**src/rtl/core/ecp_pkg.sv**
```systemverilog
// ----------------------------------------------------------------------------
// ecp_pkg: shared types and constants of the escape command parser
// Transaction payloads, byte codes, result kinds and the parse phase encoding.
// ----------------------------------------------------------------------------
package ecp_pkg;

   typedef struct packed {
      logic [7:0]  byte_value;
      logic [15:0] cursor_col;
      logic [15:0] cursor_row;
   } req_type;

   typedef struct packed {
      logic [1:0]         result_kind;
      logic [7:0]         char_code;
      logic signed [31:0] arg_a;
      logic signed [31:0] arg_b;
      logic signed [31:0] arg_c;
   } rsp_type;

   // Byte codes
   localparam logic [7:0] BYTE_ESC   = 8'h1B;
   localparam logic [7:0] BYTE_BEL   = 8'h07;
   localparam logic [7:0] BYTE_NUL   = 8'h00;
   localparam logic [7:0] BYTE_NL    = 8'h0A;
   localparam logic [7:0] BYTE_MOVE  = 8'h41;  // 'A'
   localparam logic [7:0] BYTE_QUIT  = 8'h51;  // 'Q'
   localparam logic [7:0] BYTE_TEST  = 8'h5A;  // 'Z'
   localparam logic [7:0] BYTE_SEMI  = 8'h3B;  // ';'
   localparam logic [7:0] BYTE_MINUS = 8'h2D;  // '-'
   localparam logic [7:0] BYTE_ZERO  = 8'h30;  // '0'
   localparam logic [7:0] BYTE_NINE  = 8'h39;  // '9'

   // Result kinds; command codes share the same encoding
   localparam logic [1:0] KIND_TYPE = 2'd0;
   localparam logic [1:0] KIND_MOVE = 2'd1;
   localparam logic [1:0] KIND_QUIT = 2'd2;
   localparam logic [1:0] KIND_TEST = 2'd3;
   localparam logic [1:0] CMD_NONE  = 2'd0;

   localparam logic [1:0] MOVE_PARAMS = 2'd2;
   localparam logic [1:0] TEST_PARAMS = 2'd3;

   localparam logic [7:0] LINE_ADVANCE_RESET = 8'd2;

   typedef enum logic [5:0] {
      PH_IDLE   = 6'b000001,
      PH_CMD    = 6'b000010,
      PH_START  = 6'b000100,
      PH_SIGN   = 6'b001000,
      PH_DIGITS = 6'b010000,
      PH_SKIP   = 6'b100000
   } phase_type;

endpackage

```
**src/rtl/core/escape_command_parser_core.sv**
```systemverilog
// ----------------------------------------------------------------------------
// escape_command_parser_core: byte-stream escape command parser
// Input register, parse engine and result register with valid/ready channels.
// ----------------------------------------------------------------------------
// Usage:
//   req_* carries one byte with the current cursor column and row per
//   transaction. rsp_* returns at most one result per byte: a typed
//   character, an absolute move, a quit or a test command with three
//   parameters. Bytes inside an escape sequence return nothing until the
//   BEL or NUL terminator, which returns a known command.
//   csr_* writes line_advance (rows added on a newline); write it only while
//   no transaction is in flight. csr_ready is always high.
//   Path: byte into the input register, its result into the result register.
//   Throughput: one byte per cycle unless the receiver stalls; the parse step is a
//   single pass of the engine between the input register and the result register.
//   Reset puts the parser outside any sequence, clears both registers and
//   sets line_advance to 2.
//   When the receiver stalls, the result register holds and the input
//   register takes one more byte; req_ready then drops until rsp_ready
//   returns.
// ----------------------------------------------------------------------------
module escape_command_parser_core #(
   parameter int NUMBER_WIDTH = 32
) (
   input  logic             clock,
   input  logic             reset,
   input  logic             req_valid,
   output logic             req_ready,
   input  ecp_pkg::req_type req_data,
   output logic             rsp_valid,
   input  logic             rsp_ready,
   output ecp_pkg::rsp_type rsp_data,
   input  logic             csr_valid,
   output logic             csr_ready,
   input  logic [7:0]       csr_data
);
   import ecp_pkg::*;

   logic       s1_valid_ff, s1_valid_in;
   req_type    s1_data_ff;
   logic       rsp_valid_ff, rsp_valid_in;
   rsp_type    rsp_data_ff;
   logic [7:0] line_adv_ff, line_adv_in;
   logic       adv;
   logic       fire;
   logic       emit;
   rsp_type    result;

   // Output register free or draining this cycle
   assign adv       = !rsp_valid_ff || rsp_ready;
   assign fire      = s1_valid_ff && adv;
   assign req_ready = !s1_valid_ff || adv;
   assign csr_ready = 1'b1;
   assign rsp_valid = rsp_valid_ff;
   assign rsp_data  = rsp_data_ff;

   assign s1_valid_in  = (req_valid && req_ready) ? 1'b1 : (fire ? 1'b0 : s1_valid_ff);
   assign rsp_valid_in = adv ? (fire && emit) : rsp_valid_ff;
   assign line_adv_in  = csr_valid ? csr_data : line_adv_ff;

   ecp_engine #(
      .NUMBER_WIDTH (NUMBER_WIDTH)
   ) u_engine (
      .clock        (clock),
      .reset        (reset),
      .step         (fire),
      .item         (s1_data_ff),
      .line_advance (line_adv_ff),
      .emit         (emit),
      .result       (result)
   );

   always_ff @(posedge clock) begin
      if (reset) begin
         s1_valid_ff  <= 1'b0;
         rsp_valid_ff <= 1'b0;
         line_adv_ff  <= LINE_ADVANCE_RESET;
      end else begin
         s1_valid_ff  <= s1_valid_in;
         rsp_valid_ff <= rsp_valid_in;
         line_adv_ff  <= line_adv_in;
      end
   end

   // Payload registers: load on transaction, hold otherwise
   always_ff @(posedge clock) begin
      if (req_valid && req_ready) begin
         s1_data_ff <= req_data;
      end
      if (fire && emit) begin
         rsp_data_ff <= result;
      end
   end

   a_free_output_takes_input: assert property (@(posedge clock) disable iff (reset)
      !rsp_valid_ff |-> req_ready)
      else $error("input stalled while result register is empty");

   a_stalled_stage_holds: assert property (@(posedge clock) disable iff (reset)
      (s1_valid_ff && !adv) |=> (s1_valid_ff && $stable(s1_data_ff)))
      else $error("input register lost a byte during a stall");

   a_result_has_source: assert property (@(posedge clock) disable iff (reset)
      (rsp_valid_ff && !$past(rsp_valid_ff && !rsp_ready)) |-> $past(fire && emit))
      else $error("result appeared without an engine step");

endmodule

```
**src/rtl/core/ecp_engine.sv**
```systemverilog
// ----------------------------------------------------------------------------
// ecp_engine: parse state and per-byte decode
// Holds the sequence state and computes next state and result for one byte.
// ----------------------------------------------------------------------------
module ecp_engine #(
   parameter int NUMBER_WIDTH = 32
) (
   input  logic             clock,
   input  logic             reset,
   input  logic             step,
   input  ecp_pkg::req_type item,
   input  logic [7:0]       line_advance,
   output logic             emit,
   output ecp_pkg::rsp_type result
);
   import ecp_pkg::*;

   localparam int ExtWidth = (NUMBER_WIDTH > 32) ? NUMBER_WIDTH : 32;

   phase_type               phase_ff, phase_in;
   logic [1:0]              cmd_ff, cmd_in;
   logic [1:0]              pidx_ff, pidx_in;
   logic                    neg_ff, neg_in;
   logic [NUMBER_WIDTH-1:0] acc_ff, acc_in;
   logic [31:0]             p0_ff, p0_in;
   logic [31:0]             p1_ff, p1_in;
   logic [31:0]             p2_ff, p2_in;
   logic [15:0]             lcol_ff, lcol_in;
   logic [15:0]             lrow_ff, lrow_in;

   logic [7:0]              b;
   logic                    is_digit;
   logic [3:0]              digit;
   logic                    is_term;
   logic [1:0]              count;
   logic [NUMBER_WIDTH-1:0] fin_mag;
   logic [ExtWidth-1:0]     fin_ext;
   logic [31:0]             fin_val;

   assign b        = item.byte_value;
   assign is_digit = (b >= BYTE_ZERO) && (b <= BYTE_NINE);
   assign digit    = 4'(b - BYTE_ZERO);
   assign is_term  = (b == BYTE_BEL) || (b == BYTE_NUL);
   assign count    = (cmd_ff == KIND_MOVE) ? MOVE_PARAMS :
                     (cmd_ff == KIND_TEST) ? TEST_PARAMS : 2'd0;

   // Finished parameter: negate if signed, sign-extend from the number width
   assign fin_mag = neg_ff ? (NUMBER_WIDTH'(0) - acc_ff) : acc_ff;
   assign fin_ext = ExtWidth'($signed(fin_mag));
   assign fin_val = fin_ext[31:0];

   always_comb begin
      logic       do_start;
      logic       do_fill;
      logic       do_skip;
      logic       emit_cmd;
      logic [1:0] idx_v;

      do_start = 1'b0;
      do_fill  = 1'b0;
      do_skip  = 1'b0;
      emit_cmd = 1'b0;
      idx_v    = pidx_ff;

      phase_in = phase_ff;
      cmd_in   = cmd_ff;
      neg_in   = neg_ff;
      acc_in   = acc_ff;
      p0_in    = p0_ff;
      p1_in    = p1_ff;
      p2_in    = p2_ff;
      lcol_in  = lcol_ff;
      lrow_in  = lrow_ff;
      emit     = 1'b0;
      result   = '0;

      case (phase_ff)
         PH_IDLE: begin
            if (b == BYTE_ESC) begin
               phase_in = PH_CMD;
            end else if (b == BYTE_NL) begin
               emit               = 1'b1;
               result.result_kind = KIND_MOVE;
               result.arg_b       = 32'(item.cursor_row) + 32'(line_advance);
            end else begin
               emit               = 1'b1;
               result.result_kind = KIND_TYPE;
               result.char_code   = b;
            end
         end
         PH_CMD: begin
            idx_v  = 2'd0;
            neg_in = 1'b0;
            case (b)
               BYTE_MOVE: begin
                  cmd_in   = KIND_MOVE;
                  lcol_in  = item.cursor_col;
                  lrow_in  = item.cursor_row;
                  phase_in = PH_START;
               end
               BYTE_TEST: begin
                  cmd_in   = KIND_TEST;
                  phase_in = PH_START;
               end
               BYTE_QUIT: begin
                  cmd_in   = KIND_QUIT;
                  phase_in = PH_SKIP;
               end
               default: begin
                  cmd_in   = CMD_NONE;
                  phase_in = PH_SKIP;
               end
            endcase
         end
         PH_START: begin
            do_start = 1'b1;
         end
         PH_SIGN: begin
            if (is_digit) begin
               acc_in   = NUMBER_WIDTH'(digit);
               phase_in = PH_DIGITS;
            end else begin
               do_fill = 1'b1;
               do_skip = 1'b1;
            end
         end
         PH_DIGITS: begin
            if (is_digit) begin
               // acc * 10 + digit, wrapping at the number width
               acc_in = {acc_ff[NUMBER_WIDTH-4:0], 3'b000}
                      + {acc_ff[NUMBER_WIDTH-2:0], 1'b0}
                      + NUMBER_WIDTH'(digit);
            end else begin
               case (idx_v)
                  2'd0:    p0_in = fin_val;
                  2'd1:    p1_in = fin_val;
                  2'd2:    p2_in = fin_val;
                  default: ;
               endcase
               idx_v = 2'(idx_v + 2'd1);
               if (b == BYTE_SEMI) begin
                  phase_in = (idx_v < count) ? PH_START : PH_SKIP;
               end else if (idx_v < count) begin
                  do_start = 1'b1;
               end else begin
                  do_skip = 1'b1;
               end
            end
         end
         default: begin
            do_skip = 1'b1;
         end
      endcase

      // Start of a parameter; the stopping byte still counts as terminator
      if (do_start) begin
         if (b == BYTE_MINUS) begin
            neg_in   = 1'b1;
            phase_in = PH_SIGN;
         end else if (is_digit) begin
            neg_in   = 1'b0;
            acc_in   = NUMBER_WIDTH'(digit);
            phase_in = PH_DIGITS;
         end else begin
            do_fill = 1'b1;
            do_skip = 1'b1;
         end
      end

      // Default this parameter and every later one
      if (do_fill) begin
         if (idx_v == 2'd0 && count > 2'd0) begin
            p0_in = (cmd_ff == KIND_MOVE) ? 32'(lcol_ff) : 32'd0;
         end
         if (idx_v <= 2'd1 && count > 2'd1) begin
            p1_in = (cmd_ff == KIND_MOVE) ? 32'(lrow_ff) : 32'd0;
         end
         if (idx_v <= 2'd2 && count > 2'd2) begin
            p2_in = 32'd0;
         end
         idx_v = count;
      end

      if (do_skip) begin
         if (is_term) begin
            phase_in = PH_IDLE;
            emit_cmd = (cmd_ff != CMD_NONE);
         end else begin
            phase_in = PH_SKIP;
         end
      end

      pidx_in = idx_v;

      if (emit_cmd) begin
         emit               = 1'b1;
         result.result_kind = cmd_ff;
         if (cmd_ff == KIND_MOVE || cmd_ff == KIND_TEST) begin
            result.arg_a = p0_in;
            result.arg_b = p1_in;
         end
         if (cmd_ff == KIND_TEST) begin
            result.arg_c = p2_in;
         end
      end
   end

   always_ff @(posedge clock) begin
      if (reset) begin
         phase_ff <= PH_IDLE;
         cmd_ff   <= CMD_NONE;
         pidx_ff  <= 2'd0;
         neg_ff   <= 1'b0;
         acc_ff   <= '0;
         p0_ff    <= '0;
         p1_ff    <= '0;
         p2_ff    <= '0;
         lcol_ff  <= '0;
         lrow_ff  <= '0;
      end else if (step) begin
         phase_ff <= phase_in;
         cmd_ff   <= cmd_in;
         pidx_ff  <= pidx_in;
         neg_ff   <= neg_in;
         acc_ff   <= acc_in;
         p0_ff    <= p0_in;
         p1_ff    <= p1_in;
         p2_ff    <= p2_in;
         lcol_ff  <= lcol_in;
         lrow_ff  <= lrow_in;
      end
   end

   a_phase_onehot: assert property (@(posedge clock) disable iff (reset)
      $onehot(phase_ff))
      else $error("parse phase is not one-hot");

   a_param_phase_has_cmd: assert property (@(posedge clock) disable iff (reset)
      (phase_ff == PH_START || phase_ff == PH_SIGN || phase_ff == PH_DIGITS)
         |-> (cmd_ff == KIND_MOVE || cmd_ff == KIND_TEST))
      else $error("parameter phase without a parameterized command");

   a_param_index_in_range: assert property (@(posedge clock) disable iff (reset)
      (phase_ff == PH_START || phase_ff == PH_SIGN || phase_ff == PH_DIGITS)
         |-> (pidx_ff < count))
      else $error("parameter index beyond command parameter count");

endmodule

```
**config.mk**
```make
export PLATFORM = sky130hd
export DESIGN_NAME = escape_command_parser_core
export DESIGN_NICKNAME = d
export VERILOG_FILES = /design/src/rtl/core/ecp_pkg.sv /design/src/rtl/core/escape_command_parser_core.sv /design/src/rtl/core/ecp_engine.sv
export SDC_FILE = /design/constraint.sdc
export NUM_CORES = 1
export LEC_CHECK = 0
export BUFFER_PORTS_ARGS = -buffer_cell sky130_fd_sc_hd__buf_4
export CAP_MARGIN = 20
export CORE_MARGIN = 2
export CORE_UTILIZATION = 26
export CTS_BUF_LIST = sky130_fd_sc_hd__clkbuf_8
export DETAILED_ROUTE_END_ITERATION = 10
export PLACE_DENSITY = 0.49
export SETUP_SLACK_MARGIN = 0.05
export SLEW_MARGIN = 20
export SYNTH_ARGS = -nofsm -noshare
export SYNTH_HDL_FRONTEND = slang
export SYNTH_SLANG_ARGS = --single-unit
```
**constraint.sdc**
```tcl
create_clock -name clock -period 10.5 [get_ports clock]
set_input_delay 1.575 -clock clock [delete_from_list [all_inputs] [get_ports clock]]
set_output_delay 1.575 -clock clock [all_outputs]
set_load 0.01 [all_outputs]
```
==> insert_results.sql, run 1 <==
INSERT INTO impl_metrics (metric_group, metric, value, unit) VALUES
('global_route', 'grt_pass1_wl', '73.2', 'mm'),
('placed_design', 'dp_hpwl', '32.6', 'mm'),
('placed_design', 'dpl_cell_area', '0.0178', 'mm2'),
('run_status', 'status', 'finished, final reports clean', ''),
('setup_path', 'cpLargestDelayFamily', 'simple AND/OR/NAND/NOR gates', ''),
('layout', 'design.final.nets', '1879', ''),
('power_and_ir_drop', 'cell_internal_power', '2.03', 'mW'),
('placed_design', 'dpl_cells', '2473', ''),
('setup_path', 'r2r_start', 'u_engine.phase_ff[5]', ''),
('synthesis', 'synthMuxAreaShare', '0.763', '%'),
('clock_tree', 'clkSlewWorstSetupHoldPaths', '60', 'ps'),
('floorplan', 'initial_utilization', '26.3', '%'),
('route', 'avgRoutedWirePerCell', '18.4', 'um'),
('sta', 'rsz0062_at_grt', 'no', ''),
('sta', 'setup-tns-final', '0', 'ps'),
('power_and_ir_drop', 'power.sequential.fraction', '51.5', '%'),
('setup_path', 'critical_path.startpoint_type', 'register', ''),
('setup_path', 'crit-reg2reg-capture', 'rsp_data[83]', ''),
('setup_path', 'reg2reg_slack', '5690', 'ps'),
('synthesis', 'synthXorXnorAreaFrac', '3.97', '%'),
('synthesis', 'synth_adder_area_share', '5.96', '%'),
('synthesis', 'async_flop_share', '0', '%'),
('global_route', 'grt_antenna_before_repair', '0', ''),
('setup_path', 'ff_to_ff_path_depth', '11', ''),
('power_and_ir_drop', 'power_switching', '0.669', 'mW'),
('synthesis', 'post-synth-top-area-cell', 'sky130_fd_sc_hd__edfxtp_1', ''),
('global_route', 'globalRoute.totalOverflow', '0', ''),
('setup_path', 'crit_slowest_cell', 'sky130_fd_sc_hd__buf_4', ''),
('setup_path', 'critical_path.max_stage_delay', '640', 'ps'),
('setup_path', 'critical_path_cell_count', '11', ''),
('route', 'route.detailed.drc', '0', ''),
('synthesis', 'synth_top_area_share', '27.6', '%'),
('floorplan', 'chipHeight', '251', 'um'),
('route', 'detailedRoute.firstIterationViolations', '814', ''),
('sta', 'worstMarginPinSlew', '1080', 'ps'),
('setup_path', 'critical_path.cell_chain', 'or4_4 -> or3b_1 -> a211oi_4 -> o221ai_2 -> nand2_1 -> o2111a_2 -> o21a_1 -> nor2_1 -> nor2_4 -> buf_4 -> buf_4', ''),
('layout', 'drive_above_1_share', '17.2', '%'),
('synthesis', 'synth_seq_area_share', '50.4', '%'),
('synthesis', 'main_combinational_cell_family_by_area_after_synthesis', 'compound AO/OA/AOI/OAI gates', ''),
('setup_path', 'setup.worst_path.end_class', 'register', ''),
('floorplan', 'die_area', '0.0632', 'mm2'),
('sta', 'max-slew-margin-rel', '28.0', '%'),
('sta', 'setup_viol_count_final', '0', ''),
('clock_tree', 'cts-buffers-inserted', '58', ''),
('global_route', 'first_global_vias', '12400', ''),
('synthesis', 'synth-simple-area-share', '14.4', '%'),
('synthesis', 'syn-instance-count', '1620', ''),
('synthesis', 'synth_edf_count', '146', ''),
('flow_run', 'max_cap_violations', '0', ''),
('setup_path', 'critical_path.startpoint', 'u_engine.phase_ff[5]', ''),
('synthesis', 'synth_cell_type_count', '73', ''),
('setup_path', 'cp.arrival', '5090', 'ps'),
('synthesis', 'synthesized_net_count', '1747', ''),
('floorplan', 'num_rows', '90', ''),
('layout', 'synthToLayoutAreaGrowth', '19.1', '%'),
('power_and_ir_drop', 'power.density', '142', 'mW/mm2'),
('layout', 'diodes', '0', ''),
('floorplan', 'dieWidth', '251', 'um'),
('placed_design', 'dp_slack', '5690', 'ps'),
('synthesis', 'ys_dominant_reg_cell', 'sky130_fd_sc_hd__dfxtp_1', ''),
('setup_path', 'timing.critical_path.to', 'rsp_data[83]', ''),
('clock_tree', 'clkSinkCount', '327', ''),
('sta', 'setup_ws', '5690', 'ps'),
('route', 'dr_total_vias', '12700', ''),
('sta', 'clock.fmax', '208', 'MHz'),
('power_and_ir_drop', 'power.share.switching', '24.8', '%'),
('setup_path', 'path_buf_inv', '2', ''),
('clock_tree', 'cts_root_buf', 'sky130_fd_sc_hd__clkbuf_8', ''),
('route', 'detailedRoute.firstPassIterationCount', '8', ''),
('layout', 'final_cells', '2583', ''),
('setup_path', 'cp_class', 'register to register', '');
power by group through the flow:
stage | Clock, mW | Combinational [mW] | Sequential, mW
detailed placement | 0 | 0.163 | 1.42
floorplan | 0 | 0.0862 | 1.42
global route | 1.25 | 0.176 | 1.39
CTS | 1.18 | 0.163 | 1.39
global placement | 0 | 0.160 | 1.42
finish | 1.15 | 0.160 | 1.39
stage by stage:
stage | util [%] | power (mW) | hold slack [ps]
after floorplan | - | 1.51 | 420
after global placement | 29.5 | 1.58 | 434
after detailed placement | 29.5 | 1.58 | 442
after CTS | 31.4 | 2.74 | 455
after global routing | 31.4 | 2.82 | 472
final | 31.4 | 2.70 | 448
tightest hold or removal path: cells and delay by family, from the launching register on:
family          cells  cell delay (ps)
simple gates        1               40
compound gates      1               50
flops               1              320
cell usage after synthesis, drive strengths merged (3+ instances only):
cell and n:
a211o 3, a211oi 126, a21boi 5, a21o 18, a21oi 92, a22o 4
a22oi 20, a31oi 35, and2 10, and3 13, buf 21, clkbuf 90
dfxtp 181, edfxtp 146, fa 3, ha 71, inv 35, mux2i 11
nand2 170, nand2b 18, nand3 25, nand3b 4, nand4 6, nor2 217
nor2b 9, nor3 19, nor3b 4, o2111a 3, o211ai 6, o21a 5
o21ai 72, o21bai 5, o22ai 15, o2bb2ai 31, o31ai 9, o41ai 4
or2 3, or3 8, or4 6, xnor2 22, xor2 50
area by class of cell:
cell class	count	area [um2]	area share, %
Clock inverter	44	230	1.22
Sequential cell	327	8010	42.3
Tap cell	782	978	5.17
Inverter	35	131	0.694
Multi-Input combinational cell	1147	7320	38.6
Timing Repair Buffer	183	1380	7.27
Clock buffer	65	895	4.72
how the worst min path moves through the flow:
stage / startpoint / end / slack, ps / cells past startpoint
2_1_floorplan: u_engine.p1_ff[16] / u_engine.p1_ff[16] / 420 / 2
3_3_place_gp: u_engine.p1_ff[18] / u_engine.p1_ff[18] / 430 / 2
3_5_place_dp: u_engine.p1_ff[23] / u_engine.p1_ff[23] / 440 / 2
4_1_cts: u_engine.lrow_ff[9] / u_engine.lrow_ff[9] / 460 / 2
5_1_grt: u_engine.lrow_ff[9] / u_engine.lrow_ff[9] / 470 / 2
6_report: u_engine.p1_ff[23] / u_engine.p1_ff[23] / 450 / 2
routing by layer:
layer  share of wire [%]  global-route usage [%]  vias to the layer above
li1                    -                       -                     6185
met1                  47                    20.0                     6095
met2                  46                    23.9                      330
met3                 5.2                    3.10                       66
met4                 2.2                    4.56                        0
met5                   0                       0                        -
flip-flops by register name, summed over array words and instances, names as in the netlist, named ones only:
register,count
u_engine.p0_ff,32
u_engine.lrow_ff,16
u_engine.neg_ff,1
u_engine.acc_ff,31
u_engine.pidx_ff,2
u_engine.p2_ff,32
u_engine.cmd_ff,2
rsp_valid,1
line_adv_ff,8
u_engine.p1_ff,32
s1_data_ff,40
u_engine.lcol_ff,16
rsp_data,106
u_engine.phase_ff,6
s1_valid_ff,1
placed cells by master, fill, tap and decap left out, types with 4 or more instances in the layout:
cell and count:
sky130_fd_sc_hd__o31ai_1 9, sky130_fd_sc_hd__or4_1 5, sky130_fd_sc_hd__nor2b_1 9, sky130_fd_sc_hd__a211oi_1 109, sky130_fd_sc_hd__o21bai_1 5, sky130_fd_sc_hd__nor2_1 214
sky130_fd_sc_hd__xnor2_1 22, sky130_fd_sc_hd__buf_4 182, sky130_fd_sc_hd__o211ai_1 6, sky130_fd_sc_hd__a211oi_2 16, sky130_fd_sc_hd__nor3_1 17, sky130_fd_sc_hd__inv_1 56
sky130_fd_sc_hd__o41ai_1 4, sky130_fd_sc_hd__clkbuf_8 65, sky130_fd_sc_hd__xor2_1 50, sky130_fd_sc_hd__or3_1 8, sky130_fd_sc_hd__a31oi_1 25, sky130_fd_sc_hd__o22ai_1 15
sky130_fd_sc_hd__dfxtp_1 181, sky130_fd_sc_hd__nand4_1 6, sky130_fd_sc_hd__o21ai_0 71, sky130_fd_sc_hd__clkinv_2 7, sky130_fd_sc_hd__nand2_1 169, sky130_fd_sc_hd__o2bb2ai_1 31
sky130_fd_sc_hd__edfxtp_1 146, sky130_fd_sc_hd__ha_1 71, sky130_fd_sc_hd__nand3_1 24, sky130_fd_sc_hd__clkinv_1 10, sky130_fd_sc_hd__a21o_1 18, sky130_fd_sc_hd__a22oi_1 20
sky130_fd_sc_hd__a31oi_2 10, sky130_fd_sc_hd__o21a_1 5, sky130_fd_sc_hd__a22o_1 4, sky130_fd_sc_hd__a21oi_1 92, sky130_fd_sc_hd__nand3b_1 4, sky130_fd_sc_hd__nand2b_1 18
sky130_fd_sc_hd__and2_1 8, sky130_fd_sc_hd__and3_1 10, sky130_fd_sc_hd__a21boi_0 5, sky130_fd_sc_hd__mux2i_1 11
kinds of logic after synthesis:
family,after synthesis
and+or+nand+nor,519
DFF,327
muxes,12
xor gates and xnor gates,72
adders and majority gates,74
AOI/OAI and AO/OA,469
buffers and inverters,146
other,1
(Power assumes the default switching activity.)
==> run 2: changes to the inputs <==
Clock period 10.5 ns to 4.79 ns, I/O delays scaled along.
==> run 2 against run 1 <==
- register-to-register slack worse by 4800 ps
- sequential power rose by 120%
- count of clock-buffer cells in the layout up 1
- cell count up 0.23%
- critical path depth fell by 1
- first-iteration DRC count is 2.8% lower
- total power is 120% higher
- utilization is 0.12 points higher
==> insert_results.sql, run 2 (synthesis gave the netlist of run 1 again) <==
INSERT INTO impl_metrics (metric_group, metric, value, unit) VALUES
('run_status', 'status', 'finished, final reports clean', ''),
('clock_tree', 'cts_root_buf', 'sky130_fd_sc_hd__clkbuf_8', ''),
('layout', 'synthToLayoutAreaGrowth', '19.6', '%'),
('layout', 'drive_above_1_share', '17.6', '%'),
('setup_path', 'cpLargestDelayFamily', 'simple AND/OR/NAND/NOR gates', ''),
('setup_path', 'critical_path.startpoint_type', 'register', ''),
('sta', 'min_period_over_period', '81.6', '%'),
('setup_path', 'crit_slowest_cell', 'sky130_fd_sc_hd__or4_4', ''),
('power_and_ir_drop', 'power.share.switching', '24.5', '%'),
('clock_tree', 'number_of_hold_repair_buffers_added_at_the_cts_stage', '0', ''),
('clock_tree', 'clk_path_buf_depth', '3', ''),
('floorplan', 'num_rows', '90', ''),
('power_and_ir_drop', 'power.clock.fraction', '42.3', '%'),
('sta', 'clock.fmax', '256', 'MHz'),
('global_route', 'grt_start_max_net_pins', '69', ''),
('global_route', 'globalRoute.totalOverflow', '0', ''),
('floorplan', 'die_area', '0.0632', 'mm2'),
('floorplan', 'core_area', '0.0604', 'mm2'),
('sta', 'worstMarginPinSlew', '1020', 'ps'),
('global_route', 'grt_pass1_wl', '72.2', 'mm'),
('sta', 'hold_slack', '264', 'ps'),
('setup_path', 'critical_path.max_fanout', '41', ''),
('power_and_ir_drop', 'power.density', '311', 'mW/mm2'),
('flow_run', 'max_cap_violations', '0', ''),
('setup_path', 'critPathRequiredTime', '5040', 'ps'),
('placed_design', 'dp_hpwl', '32.8', 'mm'),
('floorplan', 'top_level_ports', '162', ''),
('global_route', 'first_global_vias', '12300', ''),
('clock_tree', 'post_cts.repair.setup_buffers', '0', ''),
('route', 'finalWirelength', '47.3', 'mm'),
('sta', 'rsz0062_at_grt', 'no', ''),
('clock_tree', 'clock_tree.htree_level_count', '2', ''),
('sta', 'setup-tns-final', '0', 'ps'),
('clock_tree', 'post_cts.resized_instances', '0', ''),
('power_and_ir_drop', 'combPwrFrac', '6.0', '%'),
('layout', 'final_core_util', '31.5', '%'),
('setup_path', 'path_buf_inv', '1', ''),
('layout', 'final_cell_mix', 'sky130_fd_sc_hd__nor2_1, sky130_fd_sc_hd__buf_4, sky130_fd_sc_hd__dfxtp_1, sky130_fd_sc_hd__nand2_1, sky130_fd_sc_hd__edfxtp_1', ''),
('power_and_ir_drop', 'leak', '7.08', 'nW'),
('sta', 'setup_viol_count_final', '0', ''),
('power_and_ir_drop', 'power_switching', '1.45', 'mW'),
('layout', 'design.final.nets', '1884', ''),
('power_and_ir_drop', 'power.sequential.fraction', '51.7', '%'),
('placed_design', 'io_buffer_count', '160', ''),
('setup_path', 'cp.arrival', '4160', 'ps'),
('setup_path', 'cp_class', 'register to register', ''),
('floorplan', 'chipHeight', '251', 'um'),
('clock_tree', 'clk-insertion-delay-late', '650', 'ps'),
('layout', 'most_frequent_standard_cell_in_the_layout_excluding_fill_and_tap_cells', 'sky130_fd_sc_hd__nor2_1', ''),
('floorplan', 'initial_utilization', '26.3', '%'),
('sta', 'finalHoldViolations', '0', ''),
('clock_tree', 'cts-buffers-inserted', '57', ''),
('placed_design', 'routabilityCongestion', '0.858', ''),
('sta', 'max-slew-margin-rel', '32.3', '%'),
('route', 'avgRoutedWirePerCell', '18.3', 'um'),
('global_route', 'grt_antenna_before_repair', '2', ''),
('global_route', 'grt_usage', '14.6', '%'),
('power_and_ir_drop', 'max-vdd-ir-drop', '0.000168', 'V'),
('power_and_ir_drop', 'cell_internal_power', '4.46', 'mW'),
('sta', 'fin_crit_period', '3910', 'ps'),
('min_path', 'hold_path_class', 'input pin to register', ''),
('route', 'route.detailed.drc', '0', ''),
('route', 'detailedRoute.firstPassIterationCount', '5', ''),
('route', 'antenna_viol_nets_final', '0', ''),
('clock_tree', 'clock_tree_from_tritoncts', 'built', ''),
('route', 'viasPerCell', '4.89', ''),
('layout', 'largest_reg_flops', '106', ''),
('clock_tree', 'clkSinkCount', '327', ''),
('sta', 'final_max_slew_viol_count', '0', ''),
('setup_path', 'critical_path.max_stage_delay', '570', 'ps'),
('route', 'dr_total_vias', '12700', ''),
('sta', 'finalClockSkew', '37.9', 'ps'),
('route', 'detailedRoute.firstIterationViolations', '791', ''),
('setup_path', 'critical_path.cell_chain', 'or4_4 -> or3b_1 -> a211oi_4 -> o221ai_2 -> nand2_1 -> o2111a_2 -> o21a_1 -> nor2_1 -> nor2_4 -> buf_4', ''),
('placed_design', 'dp_slack', '935', 'ps'),
('clock_tree', 'clkSlewWorstSetupHoldPaths', '70', 'ps'),
('setup_path', 'setup.worst_path.end_class', 'register', ''),
('sta', 'setup_ws', '880', 'ps'),
('floorplan', 'dieWidth', '251', 'um');
[run 2: path summary, 6_finish.rpt]
kind,startpoint,to,slack [ps],cells past startpoint
max,u_engine.phase_ff[5],rsp_data[67],880,10
min,req_data[36],s1_data_ff[36],260,1
min reg2reg,u_engine.p1_ff[24],u_engine.p1_ff[24],450,2
max reg2reg,u_engine.phase_ff[5],rsp_data[67],880,10
[run 2: worst reg2reg max path: cells and delay by family (launching register included)]
kind | cells | cell delay [ps]
AND/OR/NAND/NOR | 5 | 1520
AO/OA/AOI/OAI | 4 | 1070
buffers and inverters | 1 | 540
flip-flops | 1 | 380
[run 2: power by group through the flow]
stage / sequential (mW) / combinational [mW] / clock (mW)
floorplan: 3.11 / 0.190 / 0
global placement: 3.11 / 0.356 / 0
detailed placement: 3.11 / 0.362 / 0
CTS: 3.05 / 0.363 / 2.58
global route: 3.06 / 0.392 / 2.70
finish: 3.05 / 0.356 / 2.50
[run 2: final cells by class]
type / instances / area, um2
Clock buffer: 66 / 908
Sequential cell: 327 / 8010
Inverter: 35 / 131
Fill cell: 6305 / 41300
Timing Repair Buffer: 189 / 1440
Tap cell: 782 / 978
Clock inverter: 42 / 209
Antenna cell: 1 / 2.50
Multi-Input combinational cell: 1147 / 7330
[run 2: stage by stage]
step                      total power [mW]  instances  cell area (um2)
after floorplan                       3.29       1620            15900
after global placement                3.47       2480            17900
after detailed placement              3.47       2480            17900
after CTS                             6.00       2588            19000
after global routing                  6.15       2589            19000
final                                 5.90       2589            19000
[run 2: routing by layer]
metal	track usage, %	part of all wire, %	up-vias
met2	23.5	46	332
met3	2.24	5.1	81
met5	0	0	-
li1	-	-	6196
met1	20.0	47	6058
met4	4.52	2.4	0
==> run 3: changes to the inputs <==
Settings changed: PLACE_DENSITY 0.49 to 0.5.
Clock period 4.79 ns to 3.5 ns, I/O delays scaled along.
==> run 3 against run 2 <==
- total power grew 41%
- largest cell class unchanged
- worst hold slack lost 210 ps
- via count increased by 3.6%
==> insert_results.sql, run 3 (synthesis gave the netlist of run 1 again) <==
INSERT INTO impl_metrics (metric_group, metric, value, unit) VALUES
('placed_design', 'dp_hpwl', '33.8', 'mm'),
('placed_design', 'dpl_cell_area', '0.0185', 'mm2'),
('global_route', 'grt_usage', '14.9', '%'),
('route', 'finalWirelength', '48.3', 'mm'),
('sta', 'finalHoldViolations', '0', ''),
('route', 'route.detailed.drc', '0', ''),
('route', 'viasPerCell', '4.90', ''),
('route', 'detailedRoute.firstPassIterationCount', '5', ''),
('global_route', 'global_route_track_usage_on_met2', '23.8', '%'),
('setup_path', 'setup.worst_path.end_class', 'register', ''),
('sta', 'final_max_slew_viol_count', '0', ''),
('placed_design', 'routabilityCongestion', '0.832', ''),
('clock_tree', 'clk-insertion-delay-late', '660', 'ps'),
('route', 'detailedRoute.firstIterationViolations', '790', ''),
('global_route', 'global_route.peak_usage_layer', 'met2', ''),
('global_route', 'grt_use_met1', '20.2', '%'),
('floorplan', 'chipHeight', '251', 'um'),
('power_and_ir_drop', 'max-vdd-ir-drop', '0.000267', 'V'),
('sta', 'setup-tns-final', '0', 'ps'),
('sta', 'rsz0062_at_grt', 'yes', ''),
('route', 'antenna_viol_nets_final', '0', ''),
('setup_path', 'cp_class', 'register to register', ''),
('global_route', 'grt_start_max_net_pins', '51', ''),
('sta', 'worstMarginPinSlew', '889', 'ps'),
('power_and_ir_drop', 'design_power_total', '8.31', 'mW'),
('global_route', 'grt_pass1_wl', '74.1', 'mm'),
('floorplan', 'core_area', '0.0604', 'mm2'),
('global_route', 'first_global_vias', '12900', ''),
('clock_tree', 'cts_root_buf', 'sky130_fd_sc_hd__clkbuf_8', ''),
('layout', 'final_cell_mix', 'sky130_fd_sc_hd__buf_4, sky130_fd_sc_hd__nor2_1, sky130_fd_sc_hd__dfxtp_1, sky130_fd_sc_hd__nand2_1, sky130_fd_sc_hd__edfxtp_1', ''),
('setup_path', 'cp.arrival', '3720', 'ps'),
('sta', 'finalClockSkew', '42.7', 'ps'),
('clock_tree', 'clock_tree_from_tritoncts', 'built', ''),
('clock_tree', 'clkSinkCount', '327', ''),
('layout', 'final_cell_area', '0.0200', 'mm2'),
('clock_tree', 'cts-buffers-inserted', '56', ''),
('sta', 'clock.fmax', '299', 'MHz'),
('route', 'dr_total_vias', '13100', ''),
('clock_tree', 'clock_tree.htree_level_count', '2', ''),
('sta', 'max-slew-margin-rel', '40.7', '%'),
('floorplan', 'num_rows', '90', ''),
('placed_design', 'dpl_cells', '2550', ''),
('sta', 'setup_viol_count_final', '0', ''),
('global_route', 'grt_util_met3', '2.61', '%'),
('sta', 'fin_crit_period', '3350', 'ps'),
('global_route', 'globalRoute.totalOverflow', '0', ''),
('clock_tree', 'clk_path_buf_depth', '3', ''),
('setup_path', 'critPathRequiredTime', '3880', 'ps'),
('layout', 'drive_above_1_share', '21.9', '%'),
('floorplan', 'top_level_ports', '162', ''),
('layout', 'design.final.nets', '1972', ''),
('min_path', 'hold_path_class', 'input pin to register', ''),
('floorplan', 'dieWidth', '251', 'um'),
('layout', 'largest_reg_flops', '106', ''),
('placed_design', 'io_buffer_count', '160', ''),
('layout', 'most_frequent_standard_cell_in_the_layout_excluding_fill_and_tap_cells', 'sky130_fd_sc_hd__buf_4', ''),
('floorplan', 'die_area', '0.0632', 'mm2'),
('global_route', 'grt_antenna_before_repair', '0', ''),
('clock_tree', 'clkSlewWorstSetupHoldPaths', '60', 'ps'),
('run_status', 'status', 'finished, final reports clean', ''),
('layout', 'final_cells', '2676', ''),
('sta', 'min_period_over_period', '95.6', '%'),
('power_and_ir_drop', 'power.density', '415', 'mW/mm2'),
('layout', 'synthToLayoutAreaGrowth', '25.7', '%'),
('floorplan', 'initial_utilization', '26.3', '%'),
('power_and_ir_drop', 'leak', '7.54', 'nW'),
('layout', 'fillCellCount', '6215', ''),
('setup_path', 'critical_path.max_fanout', '32', ''),
('sta', 'hold_slack', '53.6', 'ps'),
('route', 'avgRoutedWirePerCell', '18.1', 'um'),
('setup_path', 'critical_path.startpoint_type', 'register', ''),
('flow_run', 'max_cap_violations', '0', '');
run 3: worst max-delay path, stage by stage, from the launching register on:
cell and delay (ps):
sky130_fd_sc_hd__dfxtp_1 310, sky130_fd_sc_hd__or4_4 540, sky130_fd_sc_hd__or3b_4 430, sky130_fd_sc_hd__a211oi_4 240
sky130_fd_sc_hd__o221ai_4 170, sky130_fd_sc_hd__nand2_2 120, sky130_fd_sc_hd__o2111a_2 250, sky130_fd_sc_hd__buf_12 120
sky130_fd_sc_hd__nand4_1 140, sky130_fd_sc_hd__buf_12 210, sky130_fd_sc_hd__a211oi_1 520
run 3: per-layer routing:
metal / vias up / share of wire [%]
met5: - / 0
met4: 0 / 2.9
met3: 88 / 4.6
met2: 340 / 46
met1: 6338 / 47
li1: 6356 / -
run 3: what timing repair did:
action / 4_1_cts / 5_1_grt
hold endpoints to repair: 9 / 0
endpoints found under the setup margin: 52 / 104
resized for setup: 5 / 21
setup buffers: 4 / 5
cloned: 1 / 0
hold buffers: 9 / 0
pin swaps: 1 / 5
run 3: through the flow:
stage                     utilization, %  worst slack, ps
after floorplan                        -             -921
after global placement              30.7             39.3
after detailed placement            30.7            -12.1
after CTS                           32.9             46.8
after global routing                33.1            -16.9
final                               33.1              154
run 3: final timing paths:
| check | cells after the start | end | slack (ps) | startpoint |
|---|---|---|---|---|
| worst max-delay path | 10 | rsp_data[3] | 150 | u_engine.phase_ff[5] |
| worst min-delay path | 1 | s1_data_ff[3] | 50 | req_data[3] |
| worst max register to register | 10 | rsp_data[3] | 150 | u_engine.phase_ff[5] |
| worst min register to register | 2 | u_engine.p1_ff[30] | 450 | u_engine.p1_ff[30] |
run 3: final cells by class:
class                      count  area (um2)  area share, %
tap                          782         978           4.89
antenna                        1        2.50         0.0125
multi-input combinational   1147        7420           37.1
clock inverter                46         330           1.65
clock buffer                  60         826           4.13
inverter                      35         131          0.657
sequential                   327        8010           40.1
timing repair buffer         278        2290           11.5
run 3: power breakdown:
group / internal (mW) / switching [mW] / total, mW
logic: 0.243 / 0.305 / 0.548
clock network: 1.96 / 1.64 / 3.60
registers: 4.10 / 0.0609 / 4.16
